`src/rtl/aes_ctr_stream_cipher_defines.svh`:
```
// Assertion macros for the AES-CTR byte stream block.
`ifndef AES_CTR_STREAM_CIPHER_DEFINES_SVH
`define AES_CTR_STREAM_CIPHER_DEFINES_SVH
`ifndef SYNTHESIS
`define ACSC_ASSERT_IMP(lbl, clk, rst_n, a, b) \
    lbl: assert property (@(posedge clk) disable iff (!rst_n) (a) |-> (b)) \
        else $error("acsc: same-cycle check failed");
`define ACSC_ASSERT_NXT(lbl, clk, rst_n, a, b) \
    lbl: assert property (@(posedge clk) disable iff (!rst_n) (a) |=> (b)) \
        else $error("acsc: next-cycle check failed");
`else
`define ACSC_ASSERT_IMP(lbl, clk, rst_n, a, b)
`define ACSC_ASSERT_NXT(lbl, clk, rst_n, a, b)
`endif
`endif

```
`src/rtl/acsc_pkg.sv`:
```
`default_nettype none
package acsc_pkg;

    localparam logic [2:0] CFG_KEY_MODE  = 3'd0;
    localparam logic [2:0] CFG_KEY_WORD0 = 3'd1;
    localparam logic [2:0] CFG_KEY_WORD1 = 3'd2;
    localparam logic [2:0] CFG_KEY_WORD2 = 3'd3;
    localparam logic [2:0] CFG_KEY_WORD3 = 3'd4;
    localparam logic [2:0] CFG_NONCE     = 3'd5;

    localparam logic [1:0] MODE_128 = 2'd0;
    localparam logic [1:0] MODE_192 = 2'd1;

    typedef struct packed {
        logic capture;
        logic gen_step;
        logic emit_in;
        logic emit_held;
    } cmd_t;

    typedef struct packed {
        logic need_ks;
        logic gen_last;
    } status_t;

    localparam logic [7:0] SBOX [256] = '{
        8'h63,8'h7c,8'h77,8'h7b,8'hf2,8'h6b,8'h6f,8'hc5,8'h30,8'h01,8'h67,8'h2b,8'hfe,8'hd7,8'hab,8'h76,
        8'hca,8'h82,8'hc9,8'h7d,8'hfa,8'h59,8'h47,8'hf0,8'had,8'hd4,8'ha2,8'haf,8'h9c,8'ha4,8'h72,8'hc0,
        8'hb7,8'hfd,8'h93,8'h26,8'h36,8'h3f,8'hf7,8'hcc,8'h34,8'ha5,8'he5,8'hf1,8'h71,8'hd8,8'h31,8'h15,
        8'h04,8'hc7,8'h23,8'hc3,8'h18,8'h96,8'h05,8'h9a,8'h07,8'h12,8'h80,8'he2,8'heb,8'h27,8'hb2,8'h75,
        8'h09,8'h83,8'h2c,8'h1a,8'h1b,8'h6e,8'h5a,8'ha0,8'h52,8'h3b,8'hd6,8'hb3,8'h29,8'he3,8'h2f,8'h84,
        8'h53,8'hd1,8'h00,8'hed,8'h20,8'hfc,8'hb1,8'h5b,8'h6a,8'hcb,8'hbe,8'h39,8'h4a,8'h4c,8'h58,8'hcf,
        8'hd0,8'hef,8'haa,8'hfb,8'h43,8'h4d,8'h33,8'h85,8'h45,8'hf9,8'h02,8'h7f,8'h50,8'h3c,8'h9f,8'ha8,
        8'h51,8'ha3,8'h40,8'h8f,8'h92,8'h9d,8'h38,8'hf5,8'hbc,8'hb6,8'hda,8'h21,8'h10,8'hff,8'hf3,8'hd2,
        8'hcd,8'h0c,8'h13,8'hec,8'h5f,8'h97,8'h44,8'h17,8'hc4,8'ha7,8'h7e,8'h3d,8'h64,8'h5d,8'h19,8'h73,
        8'h60,8'h81,8'h4f,8'hdc,8'h22,8'h2a,8'h90,8'h88,8'h46,8'hee,8'hb8,8'h14,8'hde,8'h5e,8'h0b,8'hdb,
        8'he0,8'h32,8'h3a,8'h0a,8'h49,8'h06,8'h24,8'h5c,8'hc2,8'hd3,8'hac,8'h62,8'h91,8'h95,8'he4,8'h79,
        8'he7,8'hc8,8'h37,8'h6d,8'h8d,8'hd5,8'h4e,8'ha9,8'h6c,8'h56,8'hf4,8'hea,8'h65,8'h7a,8'hae,8'h08,
        8'hba,8'h78,8'h25,8'h2e,8'h1c,8'ha6,8'hb4,8'hc6,8'he8,8'hdd,8'h74,8'h1f,8'h4b,8'hbd,8'h8b,8'h8a,
        8'h70,8'h3e,8'hb5,8'h66,8'h48,8'h03,8'hf6,8'h0e,8'h61,8'h35,8'h57,8'hb9,8'h86,8'hc1,8'h1d,8'h9e,
        8'he1,8'hf8,8'h98,8'h11,8'h69,8'hd9,8'h8e,8'h94,8'h9b,8'h1e,8'h87,8'he9,8'hce,8'h55,8'h28,8'hdf,
        8'h8c,8'ha1,8'h89,8'h0d,8'hbf,8'he6,8'h42,8'h68,8'h41,8'h99,8'h2d,8'h0f,8'hb0,8'h54,8'hbb,8'h16
    };

    function automatic logic [7:0] rcon(input logic [3:0] idx);
        logic [7:0] r;
        case (idx)
            4'd1:    r = 8'h01;
            4'd2:    r = 8'h02;
            4'd3:    r = 8'h04;
            4'd4:    r = 8'h08;
            4'd5:    r = 8'h10;
            4'd6:    r = 8'h20;
            4'd7:    r = 8'h40;
            4'd8:    r = 8'h80;
            4'd9:    r = 8'h1b;
            4'd10:   r = 8'h36;
            default: r = 8'h00;
        endcase
        return r;
    endfunction

    function automatic logic [31:0] sub_word(input logic [31:0] w);
        return {SBOX[w[31:24]], SBOX[w[23:16]], SBOX[w[15:8]], SBOX[w[7:0]]};
    endfunction

    function automatic logic [7:0] xtime(input logic [7:0] b);
        return {b[6:0], 1'b0} ^ (b[7] ? 8'h1b : 8'h00);
    endfunction

    // Byte i of a 128-bit block; byte 0 sits in the top bits.
    function automatic logic [7:0] get_byte(input logic [127:0] v, input logic [3:0] i);
        return v[{4'd15 - i, 3'b000} +: 8];
    endfunction

    // SubBytes, ShiftRows and, when mix is set, MixColumns.
    function automatic logic [127:0] aes_round(input logic [127:0] s, input logic mix);
        logic [7:0] a [16];
        logic [7:0] t [16];
        logic [7:0] all;
        logic [127:0] res;
        for (int i = 0; i < 16; i++) begin
            a[i] = SBOX[s[127 - 8 * i -: 8]];
        end
        for (int c = 0; c < 4; c++) begin
            for (int r = 0; r < 4; r++) begin
                t[r + 4 * c] = a[r + 4 * ((c + r) % 4)];
            end
        end
        if (mix) begin
            for (int c = 0; c < 4; c++) begin
                all = t[4*c] ^ t[4*c+1] ^ t[4*c+2] ^ t[4*c+3];
                a[4*c]   = t[4*c]   ^ all ^ xtime(t[4*c]   ^ t[4*c+1]);
                a[4*c+1] = t[4*c+1] ^ all ^ xtime(t[4*c+1] ^ t[4*c+2]);
                a[4*c+2] = t[4*c+2] ^ all ^ xtime(t[4*c+2] ^ t[4*c+3]);
                a[4*c+3] = t[4*c+3] ^ all ^ xtime(t[4*c+3] ^ t[4*c]);
            end
        end else begin
            for (int i = 0; i < 16; i++) begin
                a[i] = t[i];
            end
        end
        for (int i = 0; i < 16; i++) begin
            res[127 - 8 * i -: 8] = a[i];
        end
        return res;
    endfunction

    // Counter bytes in little-endian order, first byte in the top bits.
    function automatic logic [63:0] byte_swap(input logic [63:0] v);
        logic [63:0] r;
        for (int i = 0; i < 8; i++) begin
            r[63 - 8 * i -: 8] = v[8 * i +: 8];
        end
        return r;
    endfunction

endpackage
`default_nettype wire

```
`src/rtl/acsc_ctrl.sv`:
```
`default_nettype none
module acsc_ctrl (
    input  wire logic             clk,
    input  wire logic             rst_n,
    input  wire logic             in_valid,
    output logic                  in_ready,
    output logic                  out_valid,
    input  wire logic             out_ready,
    input  wire acsc_pkg::status_t status,
    output acsc_pkg::cmd_t        cmd
);

    typedef enum logic [1:0] {
        ST_IDLE,
        ST_GEN,
        ST_EMIT
    } state_t;

    state_t state_reg, state_next;
    logic   out_valid_reg, out_valid_next;
    logic   accept;

    assign in_ready  = (state_reg == ST_IDLE) && (!out_valid_reg || out_ready);
    assign accept    = in_valid && in_ready;
    assign out_valid = out_valid_reg;

    always_comb
    begin
        cmd            = '0;
        state_next     = state_reg;
        out_valid_next = out_valid_reg && !out_ready;
        case (state_reg)
            ST_IDLE:
            begin
                if (accept)
                begin
                    if (status.need_ks)
                    begin
                        cmd.capture = 1'b1;
                        state_next  = ST_GEN;
                    end
                    else
                    begin
                        cmd.emit_in    = 1'b1;
                        out_valid_next = 1'b1;
                    end
                end
            end
            ST_GEN:
            begin
                cmd.gen_step = 1'b1;
                if (status.gen_last)
                begin
                    state_next = ST_EMIT;
                end
            end
            ST_EMIT:
            begin
                cmd.emit_held  = 1'b1;
                out_valid_next = 1'b1;
                state_next     = ST_IDLE;
            end
            default:
            begin
                state_next = ST_IDLE;
            end
        endcase
    end

    always_ff @(posedge clk or negedge rst_n)
    begin
        if (!rst_n)
        begin
            state_reg     <= ST_IDLE;
            out_valid_reg <= 1'b0;
        end
        else
        begin
            state_reg     <= state_next;
            out_valid_reg <= out_valid_next;
        end
    end

endmodule
`default_nettype wire

```
`config.mk`:
```
export PLATFORM = sky130hd
export DESIGN_NAME = acsc_ctrl
export DESIGN_NICKNAME = d
export VERILOG_FILES = /design/src/rtl/aes_ctr_stream_cipher_defines.svh /design/src/rtl/acsc_pkg.sv /design/src/rtl/acsc_ctrl.sv
export SDC_FILE = /design/constraint.sdc
export NUM_CORES = 1
export LEC_CHECK = 0
export ABC_AREA = 1
export BUFFER_PORTS_ARGS = -buffer_cell sky130_fd_sc_hd__buf_4
export CAP_MARGIN = 20
export CORE_AREA = 2 2 39 41
export CTS_CLUSTER_DIAMETER = 60
export CTS_CLUSTER_SIZE = 24
export DETAILED_ROUTE_END_ITERATION = 10
export DIE_AREA = 0 0 41 43
export PLACE_DENSITY = 0.43
export SYNTH_ARGS = -nofsm -noshare
export SYNTH_HDL_FRONTEND = slang
export SYNTH_SLANG_ARGS = --single-unit
```
`constraint.sdc`:
```
create_clock -name clk -period 0.9 [get_ports clk]
set_clock_uncertainty 0.05 [all_clocks]
set_input_delay 0.045 -clock clk [delete_from_list [all_inputs] [get_ports clk]]
set_output_delay 0.045 -clock clk [all_outputs]
set_load 0.01 [all_outputs]
```
==> results.md, run 1 <==
- Largest net degree at the start of global routing: 5
- Syn. warnings: 0
- Post-Layout Inst Area: 359 µm²
- Final GP Congestion: 0.603
- Area grow syn2layout: 122%
- DIE HEIGHT: 43 µm
- Core area: 1380 µm²
- Die width: 41 µm
- Placed Area: 264 µm²
- Cells after Synth: 23
- Slew @ Worst Pin: 148 ps
- Post-detailed-placement half-perimeter wirelength: 309 µm
- Vias in the first global route: 199
- Placement Setup Slack: -39.5 ps
- TritonCTS Sinks: 3
- Relative slew slack: 0.901
- Iter 0 DRT Violations: 1
- Post-synth cell types: 9
- Die area: 1760 µm²
- Starting Density: 0.117
- Crit path launch type: flip-flop
- Required time of the critical path: 810 ps
- RSZ-0062 raised after global routing: yes
- Antenna diodes: 0
- Mean number of vias per cell: 3.53
- Sequential fraction of the synthesis area: 0.465
- Critical Path Fanout Max: 3
- CTS tree: yes
- DR pass1 iterations: 3
- Violated checks: negative setup slack
- Initial antenna violation count: 0
- DR WL/cell: 7.51 µm
- Global route overflow: 0
- Post-DRT Antenna Nets: 0
- Crit Path Class: reg2out
- Pwr dens: 1900 nW/µm²
- Cts bufs inserted: 3
- Max IR drop VDD: 0.000670 V
- Mapped Area: 161 µm²
- Fmax: 0.854 GHz
- FF-to-FF path depth: 4
- Slew Limit Fails: 0
- Routed WL: 443 µm
- Layout cells sized above 1: 0.535
- Setup ws final: -271 ps
- I/O Buffers: 11
- Worst endpoint data arrival time: 1080 ps
- Max Cap Viol: 0
- First-pass GRT wire length: 738 µm
- Root Buffer: clkbuf_4
- Drt drc: 0
- FF+latch count, synth: 3
- Layout Utilization: 0.259
- Mapped Avg Cell Area: 7.02 µm²
- Filler Cell Count: 163
- H-tree level count: 1
- Max FFs per register: 2
- Placed insts: 50
- Top Ports: 12
- Longest Clk Path Bufs: 2
- GRT Util Overall: 0.0704
- Worst-path clk slew: 40 ps
- # rows: 14
- Outcome: finished with violations
- Final cell count without fillers: 59
- Leakage power: 0.206 nW
- Worst Hold Class: in2async
- Vias after detailed routing: 208
- Worst skew pair latency: 230 ps
- CP endpoint kind: output pin
- Post-Syn Nets: 29
- Setup-failing EPs final: 7
- Hold Fails Final Rpt: 0
- Layout Nets: 50
- Tot Pwr: 0.000681 W
- Period utilisation layout: 1.30
- Min cycle time layout: 1170 ps
[kinds of logic after synthesis]
family	count (synthesis)	synth area share
and+or+nand+nor	11	0.318
buffers and inverters	8	0.186
DFF	3	0.465
AOI/OAI and AO/OA	1	0.0310
[critical path, cell delays in order (launching register included)]
cell     delay (ps)
dfrtp_1         380
nor2_2          150
nand4_1         130
inv_1            90
buf_6           100
[through the flow]
stage          setup TNS, ps  hold WS [ps]
2_1_floorplan              0          -301
3_3_place_gp           -74.1          -213
3_5_place_dp           -72.8          -213
4_1_cts                -1300          86.6
5_1_grt                -1660           104
6_report               -1170          86.7
[Yosys cell counts]
library cell / count / area [µm²]
nor2_2: 1 / 6.26
o21ai_1: 1 / 5.00
nand2_1: 5 / 18.8
inv_1: 7 / 26.3
inv_2: 1 / 3.75
nor2_1: 2 / 7.51
nand4_1: 2 / 12.5
dfrtp_1: 3 / 75.1
and2_1: 1 / 6.26
[power breakdown]
group	switching [W]	internal, W
Clock	0.0000709	0.000166
Sequential	0.0000165	0.000160
Combinational	0.000121	0.000147
[what timing repair did]
item / in CTS / in global routing
gates cloned: 0 / 0
pin swaps: 4 / 4
hold buffers: 2 / 0
endpoints found under the hold margin: 4 / 0
buffers inserted: 3 / 1
endpoints found under the setup margin: 5 / 7
gates resized for setup: 4 / 4
[layout make-up]
class / instances / area (µm²) / share of cell area
timing repair buffer: 16 / 136 / 0.380
sequential: 3 / 75.1 / 0.209
multi-input combinational: 12 / 71.3 / 0.199
inverter: 8 / 30.0 / 0.0836
clock buffer: 4 / 26.3 / 0.0732
tap: 16 / 20.0 / 0.0557
[cell usage in the layout, fill, tap and decap left out, types with 2 or more instances in the layout]
master / count
buf_4: 11
buf_6: 3
inv_1: 7
clkbuf_4: 3
dfrtp_1: 3
nand2_2: 3
nand2_1: 2
dlygate4sd3_1: 2
nand4_1: 2
[final timing paths]
| check | from | end | slack, ps |
|---|---|---|---|
| max | state_reg[1]$_DFFE_PN0P_ | cmd[3] | -270 |
| min | rst_n | out_valid$_DFF_PN0_ | 90 |
| max reg2reg | state_reg[1]$_DFFE_PN0P_ | state_reg[0]$_DFFE_PN0P_ | -60 |
| min reg2reg | state_reg[1]$_DFFE_PN0P_ | state_reg[1]$_DFFE_PN0P_ | 560 |
| max in group asynchronous | rst_n | state_reg[1]$_DFFE_PN0P_ | 620 |
| min in group clk | status[1] | out_valid$_DFF_PN0_ | 150 |
[routing by layer]
| metal | global-route usage | vias to the layer above | share of wire |
|---|---|---|---|
| li1 | - | 105 | - |
| met1 | 0.0645 | 90 | 0.33 |
| met2 | 0.0875 | 11 | 0.49 |
| met3 | 0.0995 | 2 | 0.16 |
| met4 | 0.0200 | 0 | 0.018 |
| met5 | 0 | - | 0 |
No activity file was read; power rests on OpenSTA's default activity.
==> inputs of run 2 (changes only) <==
--- a/config.mk
+++ b/config.mk
@@ -8,12 +8,14 @@
 export ABC_AREA = 1
 export BUFFER_PORTS_ARGS = -buffer_cell sky130_fd_sc_hd__buf_4
 export CAP_MARGIN = 20
+export CELL_PAD_IN_SITES_DETAIL_PLACEMENT = 0
+export CELL_PAD_IN_SITES_GLOBAL_PLACEMENT = 1
 export CORE_AREA = 2 2 39 41
 export CTS_CLUSTER_DIAMETER = 60
 export CTS_CLUSTER_SIZE = 24
 export DETAILED_ROUTE_END_ITERATION = 10
 export DIE_AREA = 0 0 41 43
-export PLACE_DENSITY = 0.43
+export PLACE_DENSITY = 0.54
 export SYNTH_ARGS = -nofsm -noshare
 export SYNTH_HDL_FRONTEND = slang
 export SYNTH_SLANG_ARGS = --single-unit
==> results.md, run 2 (synthesized netlist as in run 1, its figures left out) <==
- Outcome: finished with violations (unchanged)
- Violated checks: negative setup slack (unchanged)
- Initial antenna violation count: 0 (unchanged)
- Met2 wire length: 211 µm (was 216 µm)
- Setup-failing EPs final: 7 (unchanged)
- # rows: 14 (unchanged)
- Crit Path Class: reg2out (unchanged)
- R2R Path Start: state_reg[0]$_DFFE_PN0P_ (was state_reg[1]$_DFFE_PN0P_)
- Largest net degree at the start of global routing: 5 (unchanged)
- Tot Pwr: 0.000721 W (was 0.000681 W)
- DIE HEIGHT: 43 µm (unchanged)
- I/O Buffers: 11 (unchanged)
- Placement Setup Slack: -27.0 ps (was -39.5 ps)
- Final GP Congestion: 0.598 (was 0.603)
- Worst-path clk slew: 30 ps (was 40 ps)
- First-pass GRT wire length: 731 µm (was 738 µm)
- Drt drc: 0 (unchanged)
- Worst skew pair latency: 230 ps (about the same)
- Required time of the critical path: 810 ps (about the same)
- Leakage power: 0.219 nW (was 0.206 nW)
- Vias in the first global route: 201 (was 199)
- Area grow syn2layout: 133% (was 122%)
- DR pass1 iterations: 1 (was 3)
- Max FFs per register: 2 (unchanged)
- Worst R2R End: out_valid$_DFF_PN0_ (was state_reg[0]$_DFFE_PN0P_)
- Pwr dens: 1910 nW/µm² (was 1900 nW/µm²)
- Slew Limit Fails: 0 (unchanged)
- Hold Fails Final Rpt: 0 (unchanged)
- Top layer in use: met3 (was met4)
- Layout cells sized above 1: 0.568 (was 0.535)
- Crit path launch: state_reg[1]$_DFFE_PN0P_ (unchanged)
- TritonCTS Sinks: 3 (unchanged)
- Relative slew slack: 0.920 (was 0.901)
- Placed Area: 279 µm² (was 264 µm²)
- FF-to-FF path depth: 5 (was 4)
- Max IR drop VDD: 0.000620 V (was 0.000670 V)
- Cts bufs inserted: 3 (unchanged)
- Die width: 41 µm (unchanged)
- Post-detailed-placement half-perimeter wirelength: 310 µm (was 309 µm)
- Layout Nets: 51 (was 50)
- Post-Layout Inst Area: 377 µm² (was 359 µm²)
- Most common cell after layout, fill and taps aside: buf_4 (unchanged)
- CP endpoint kind: output pin (unchanged)
- Slew @ Worst Pin: 120 ps (was 148 ps)
- Global route overflow: 0 (unchanged)
- Most frequent cells in the layout: 11 x buf_4, 6 x inv_1, 5 x buf_6 (was 11 x buf_4, 7 x inv_1)
- Top delay family on crit path: flip-flops (unchanged)
- Critical-path top delay cell: dfrtp_1 (unchanged)
- Top Ports: 12 (unchanged)
- Crit path launch type: flip-flop (unchanged)
- Critical Path Fanout Max: 3 (unchanged)
- Met1 WL: 163 µm (was 145 µm)
- Max Cap Viol: 0 (unchanged)
- Met3 WL: 41 µm (was 72 µm)
- Vias after detailed routing: 217 (was 208)
- CTS tree: yes (unchanged)
- Crit path depth: 4 (unchanged)
- Setup ws final: -260 ps (was -271 ps)
- Longest Clk Path Bufs: 2 (unchanged)
- H-tree level count: 1 (unchanged)
- Routed WL: 417 µm (was 443 µm)
- Antenna diodes: 0 (unchanged)
- Root Buffer: clkbuf_4 (unchanged)
- DR WL/cell: 6.95 µm (was 7.51 µm)
- Starting Density: 0.117 (unchanged)
- Die area: 1760 µm² (unchanged)
- Iter 0 DRT Violations: 0 (was 1)
- Period utilisation layout: 1.29 (was 1.30)
- Post-DRT Antenna Nets: 0 (unchanged)
- Critical Path Max Stage Delay: 370 ps (was 380 ps)
- Worst setup path endpoint: cmd[3] (unchanged)
- Min cycle time layout: 1160 ps (was 1170 ps)
- RSZ-0062 raised after global routing: yes (unchanged)
- Fmax: 0.862 GHz (was 0.854 GHz)
- Buffers and inverters on the worst path: 2 (unchanged)
- Worst-path cell chain: nor2_2, nand4_1, inv_1, buf_4 (was nor2_2, nand4_1, inv_1, buf_6)
- Mean number of vias per cell: 3.62 (was 3.53)
- GRT Util Overall: 0.0675 (was 0.0704)
- Reg-to-reg setup timing slack: -70 ps (was -60 ps)
- Worst Hold Class: in2reg (was in2async)
- Core area: 1380 µm² (unchanged)
- Worst endpoint data arrival time: 1060 ps (was 1080 ps)
## run 2: worst register-to-register path: stages (launching register included)
cell and delay [ps]:
dfrtp_1 390, buf_6 130, buf_6 110, o21ai_1 120
inv_1 50, nand2_1 60
## run 2: per-stage QoR
stage	utilization	hold WS (ps)	instances	setup TNS (ps)
floorplan	-	-301	23	0
global placement	0.202	-214	52	-55.7
detailed placement	0.202	-214	52	-36.7
CTS	0.251	0.212	59	-1310
global route	0.272	40.7	60	-1810
finish	0.272	17.7	60	-1240
## run 2: worst min-delay path by stage
stage | startpoint | to | slack [ps] | cells past startpoint
final | status[0] | state_reg[1]$_DFFE_PN0P_ | 20 | 3
after global placement | rst_n | out_valid$_DFF_PN0_ | -210 | 1
after floorplan | rst_n | out_valid$_DFF_PN0_ | -300 | 0
after detailed placement | rst_n | out_valid$_DFF_PN0_ | -210 | 1
after global routing | status[0] | state_reg[0]$_DFFE_PN0P_ | 40 | 4
after CTS | status[0] | state_reg[1]$_DFFE_PN0P_ | 0.2 | 3
## run 2: report_power, final
group,internal (W),switching (W)
sequential,0.000160,0.0000149
clock,0.000166,0.0000618
combinational,0.000182,0.000136
## run 2: final cells by class
type	count	area, µm²
clock buffers	4	26.3
fillers	163	1010
inverters	8	32.5
multi-input cells	12	73.8
flip-flops and latches	3	75.1
well taps	16	20.0
repair buffers	17	149
## run 2: layer usage
metal  up-vias  global-route usage
li1        108                   -
met1       101              0.0714
met2         8              0.0844
met3         0              0.0314
met4         0              0.0800
met5         -                   0
## run 2: timing repair
| action | in CTS | in global routing |
|---|---|---|
| buffers inserted | 2 | 1 |
| hold buffers | 1 | 0 |
| endpoints found under the hold margin | 3 | 0 |
| pin swaps | 3 | 2 |
| setup endpoints to repair | 6 | 8 |
| resized for setup | 5 | 7 |
==> inputs of run 3 (changes only) <==
--- a/config.mk
+++ b/config.mk
@@ -11,6 +11,7 @@
 export CELL_PAD_IN_SITES_DETAIL_PLACEMENT = 0
 export CELL_PAD_IN_SITES_GLOBAL_PLACEMENT = 1
 export CORE_AREA = 2 2 39 41
+export CTS_BUF_LIST = sky130_fd_sc_hd__clkbuf_16
 export CTS_CLUSTER_DIAMETER = 60
 export CTS_CLUSTER_SIZE = 24
 export DETAILED_ROUTE_END_ITERATION = 10
==> results.md, run 3 (synthesized netlist as in run 1, its figures left out) <==
- Buffers and inverters on the worst path: 2 (unchanged)
- Max FFs per register: 2 (unchanged)
- GRT Util Overall: 0.0645 (was 0.0675)
- DR pass1 iterations: 1 (unchanged)
- TritonCTS Sinks: 3 (unchanged)
- Vias in the first global route: 183 (was 201)
- Top layer in use: met3 (unchanged)
- Top delay family on crit path: flip-flops (unchanged)
- Critical Path Fanout Max: 3 (unchanged)
- Die area: 1760 µm² (unchanged)
- Critical-path top delay cell: dfrtp_1 (unchanged)
- H-tree level count: 1 (unchanged)
- Most frequent cells in the layout: 13 x buf_4, 7 x inv_1, 4 x nand2_1 (was 11 x buf_4, 6 x inv_1, 5 x buf_6)
- Slew @ Worst Pin: 114 ps (was 120 ps)
- Comb power frac: 0.249 (was 0.441)
- Layout Nets: 51 (unchanged)
- Global route overflow: 0 (unchanged)
- Largest net degree at the start of global routing: 5 (unchanged)
- Crit path depth: 4 (unchanged)
- Post-DRT Antenna Nets: 0 (unchanged)
- Required time of the critical path: 810 ps (about the same)
- Sw Pwr: 0.000258 W (was 0.000213 W)
- Max IR drop VDD: 0.00125 V (was 0.000620 V)
- Met1 WL: 181 µm (was 163 µm)
- Crit Path Class: reg2out (unchanged)
- Crit path launch type: flip-flop (unchanged)
- Final cell count without fillers: 60 (unchanged)
- Layout cells sized above 1: 0.545 (was 0.568)
- Hold WS: 14.2 ps (was 17.7 ps)
- Area grow syn2layout: 153% (was 133%)
- Hold Fails Final Rpt: 0 (unchanged)
- Int Pwr: 0.000901 W (was 0.000508 W)
- Outcome: finished with violations (unchanged)
- DIE HEIGHT: 43 µm (unchanged)
- Pwr dens: 2830 nW/µm² (was 1910 nW/µm²)
- Die width: 41 µm (unchanged)
- Met3 WL: 41 µm (unchanged)
- Longest Clk Path Bufs: 2 (unchanged)
- Top Ports: 12 (unchanged)
- Most common cell after layout, fill and taps aside: buf_4 (unchanged)
- Setup ws final: -244 ps (was -260 ps)
- Worst skew pair latency: 220 ps (was 230 ps)
- Drt drc: 0 (unchanged)
- Mean number of vias per cell: 3.33 (was 3.62)
- Iter 0 DRT Violations: 0 (unchanged)
- Placed insts: 52 (unchanged)
- First-pass GRT wire length: 710 µm (was 731 µm)
- DR WL/cell: 6.87 µm (was 6.95 µm)
- Worst Hold Depth: 3 (unchanged)
- Min cycle time layout: 1140 ps (was 1160 ps)
- Vias after detailed routing: 200 (was 217)
- Routed WL: 412 µm (was 417 µm)
- I/O Buffers: 11 (unchanged)
- Cts bufs inserted: 3 (unchanged)
- Switching portion of total power: 0.222 (was 0.295)
- Antenna diodes: 0 (unchanged)
- Violated checks: negative setup slack (unchanged)
- RSZ-0062 raised after global routing: yes (unchanged)
- # rows: 14 (unchanged)
- Starting Density: 0.117 (unchanged)
- Power share of the clock group: 0.601 (was 0.316)
- Slew Limit Fails: 0 (unchanged)
- Worst endpoint data arrival time: 1050 ps (was 1060 ps)
- Core area: 1380 µm² (unchanged)
- Relative slew slack: 0.923 (was 0.920)
- Leakage power: 0.241 nW (was 0.219 nW)
- Placement Setup Slack: -27.0 ps (unchanged)
- Max Cap Viol: 0 (unchanged)
- Layout Utilization: 0.296 (was 0.272)
- Worst Hold Class: in2reg (unchanged)
- Worst-path cell chain: nor2_2, nand4_1, inv_1, buf_4 (unchanged)
- Initial antenna violation count: 0 (unchanged)
- Fmax: 0.874 GHz (was 0.862 GHz)
- Worst-path clk slew: 30 ps (about the same)
- Post-detailed-placement half-perimeter wirelength: 310 µm (unchanged)
- CP endpoint kind: output pin (unchanged)
- Period utilisation layout: 1.27 (was 1.29)
- Critical Path Max Stage Delay: 370 ps (about the same)
- Final setup TNS: -1140 ps (was -1240 ps)
- Seq pwr share: 0.150 (was 0.243)
- Final GP Congestion: 0.598 (unchanged)
- FF-to-FF path depth: 5 (unchanged)
- CTS tree: yes (unchanged)
- Setup-failing EPs final: 7 (unchanged)
- Met2 wire length: 189 µm (was 211 µm)
- Root Buffer: clkbuf_16 (was clkbuf_4)
[run 3: changes by cell type in the layout (fill, tap and decap cells not counted), sizes merged]
cell	delta
clkbuf	-1
inv	+1
[run 3: tightest hold or removal path: stages]
cell and delay [ps]:
buf_4 80, inv_1 40, nor2_1 80
[run 3: layout make-up]
class	count	area, µm²
Clock buffer	3	75.1
Multi-Input combinational cell	12	61.3
Inverter	8	32.5
Sequential cell	3	75.1
Timing Repair Buffer	17	141
Fill cell	157	975
Clock inverter	1	3.75
Tap cell	16	20.0
[run 3: path summary, 6_finish.rpt]
path	start	end	slack, ps
worst min-delay path	status[0]	state_reg[1]$_DFFE_PN0P_	10
min in group asynchronous	rst_n	out_valid$_DFF_PN0_	100
worst max register to register	state_reg[0]$_DFFE_PN0P_	out_valid$_DFF_PN0_	-60
worst min register to register	state_reg[0]$_DFFE_PN0P_	state_reg[0]$_DFFE_PN0P_	550
worst max-delay path	state_reg[1]$_DFFE_PN0P_	cmd[3]	-240
max in group asynchronous	rst_n	state_reg[1]$_DFFE_PN0P_	610
[run 3: routing by layer]
layer / vias up / track usage
met3: 0 / 0.0157
met4: 0 / 0.0800
li1: 109 / -
met1: 83 / 0.0779
met2: 8 / 0.0781
met5: - / 0
[run 3: power by group through the flow]
stage | clock network (W) | registers, W | logic [W]
2_1_floorplan | 0 | 0.000184 | 0.0000923
3_3_place_gp | 0 | 0.000178 | 0.000232
3_5_place_dp | 0 | 0.000178 | 0.000232
4_1_cts | 0.000709 | 0.000174 | 0.000281
5_1_grt | 0.000728 | 0.000177 | 0.000319
6_report | 0.000696 | 0.000174 | 0.000289
[run 3: what timing repair did]
item                                   CTS  global route
hold buffers                             1             0
setup endpoints to repair                6             8
endpoints found under the hold margin    3             0
gates cloned                             0             0
pin swaps                                3             1
buffers inserted                         2             1
gates resized for setup                  4             3
[run 3: through the flow]
step | area (µm²) | total power, W
3_5_place_dp | 279 | 0.000410
4_1_cts | 395 | 0.00116
5_1_grt | 409 | 0.00123
6_report | 409 | 0.00116
2_1_floorplan | 161 | 0.000276
3_3_place_gp | 279 | 0.000410
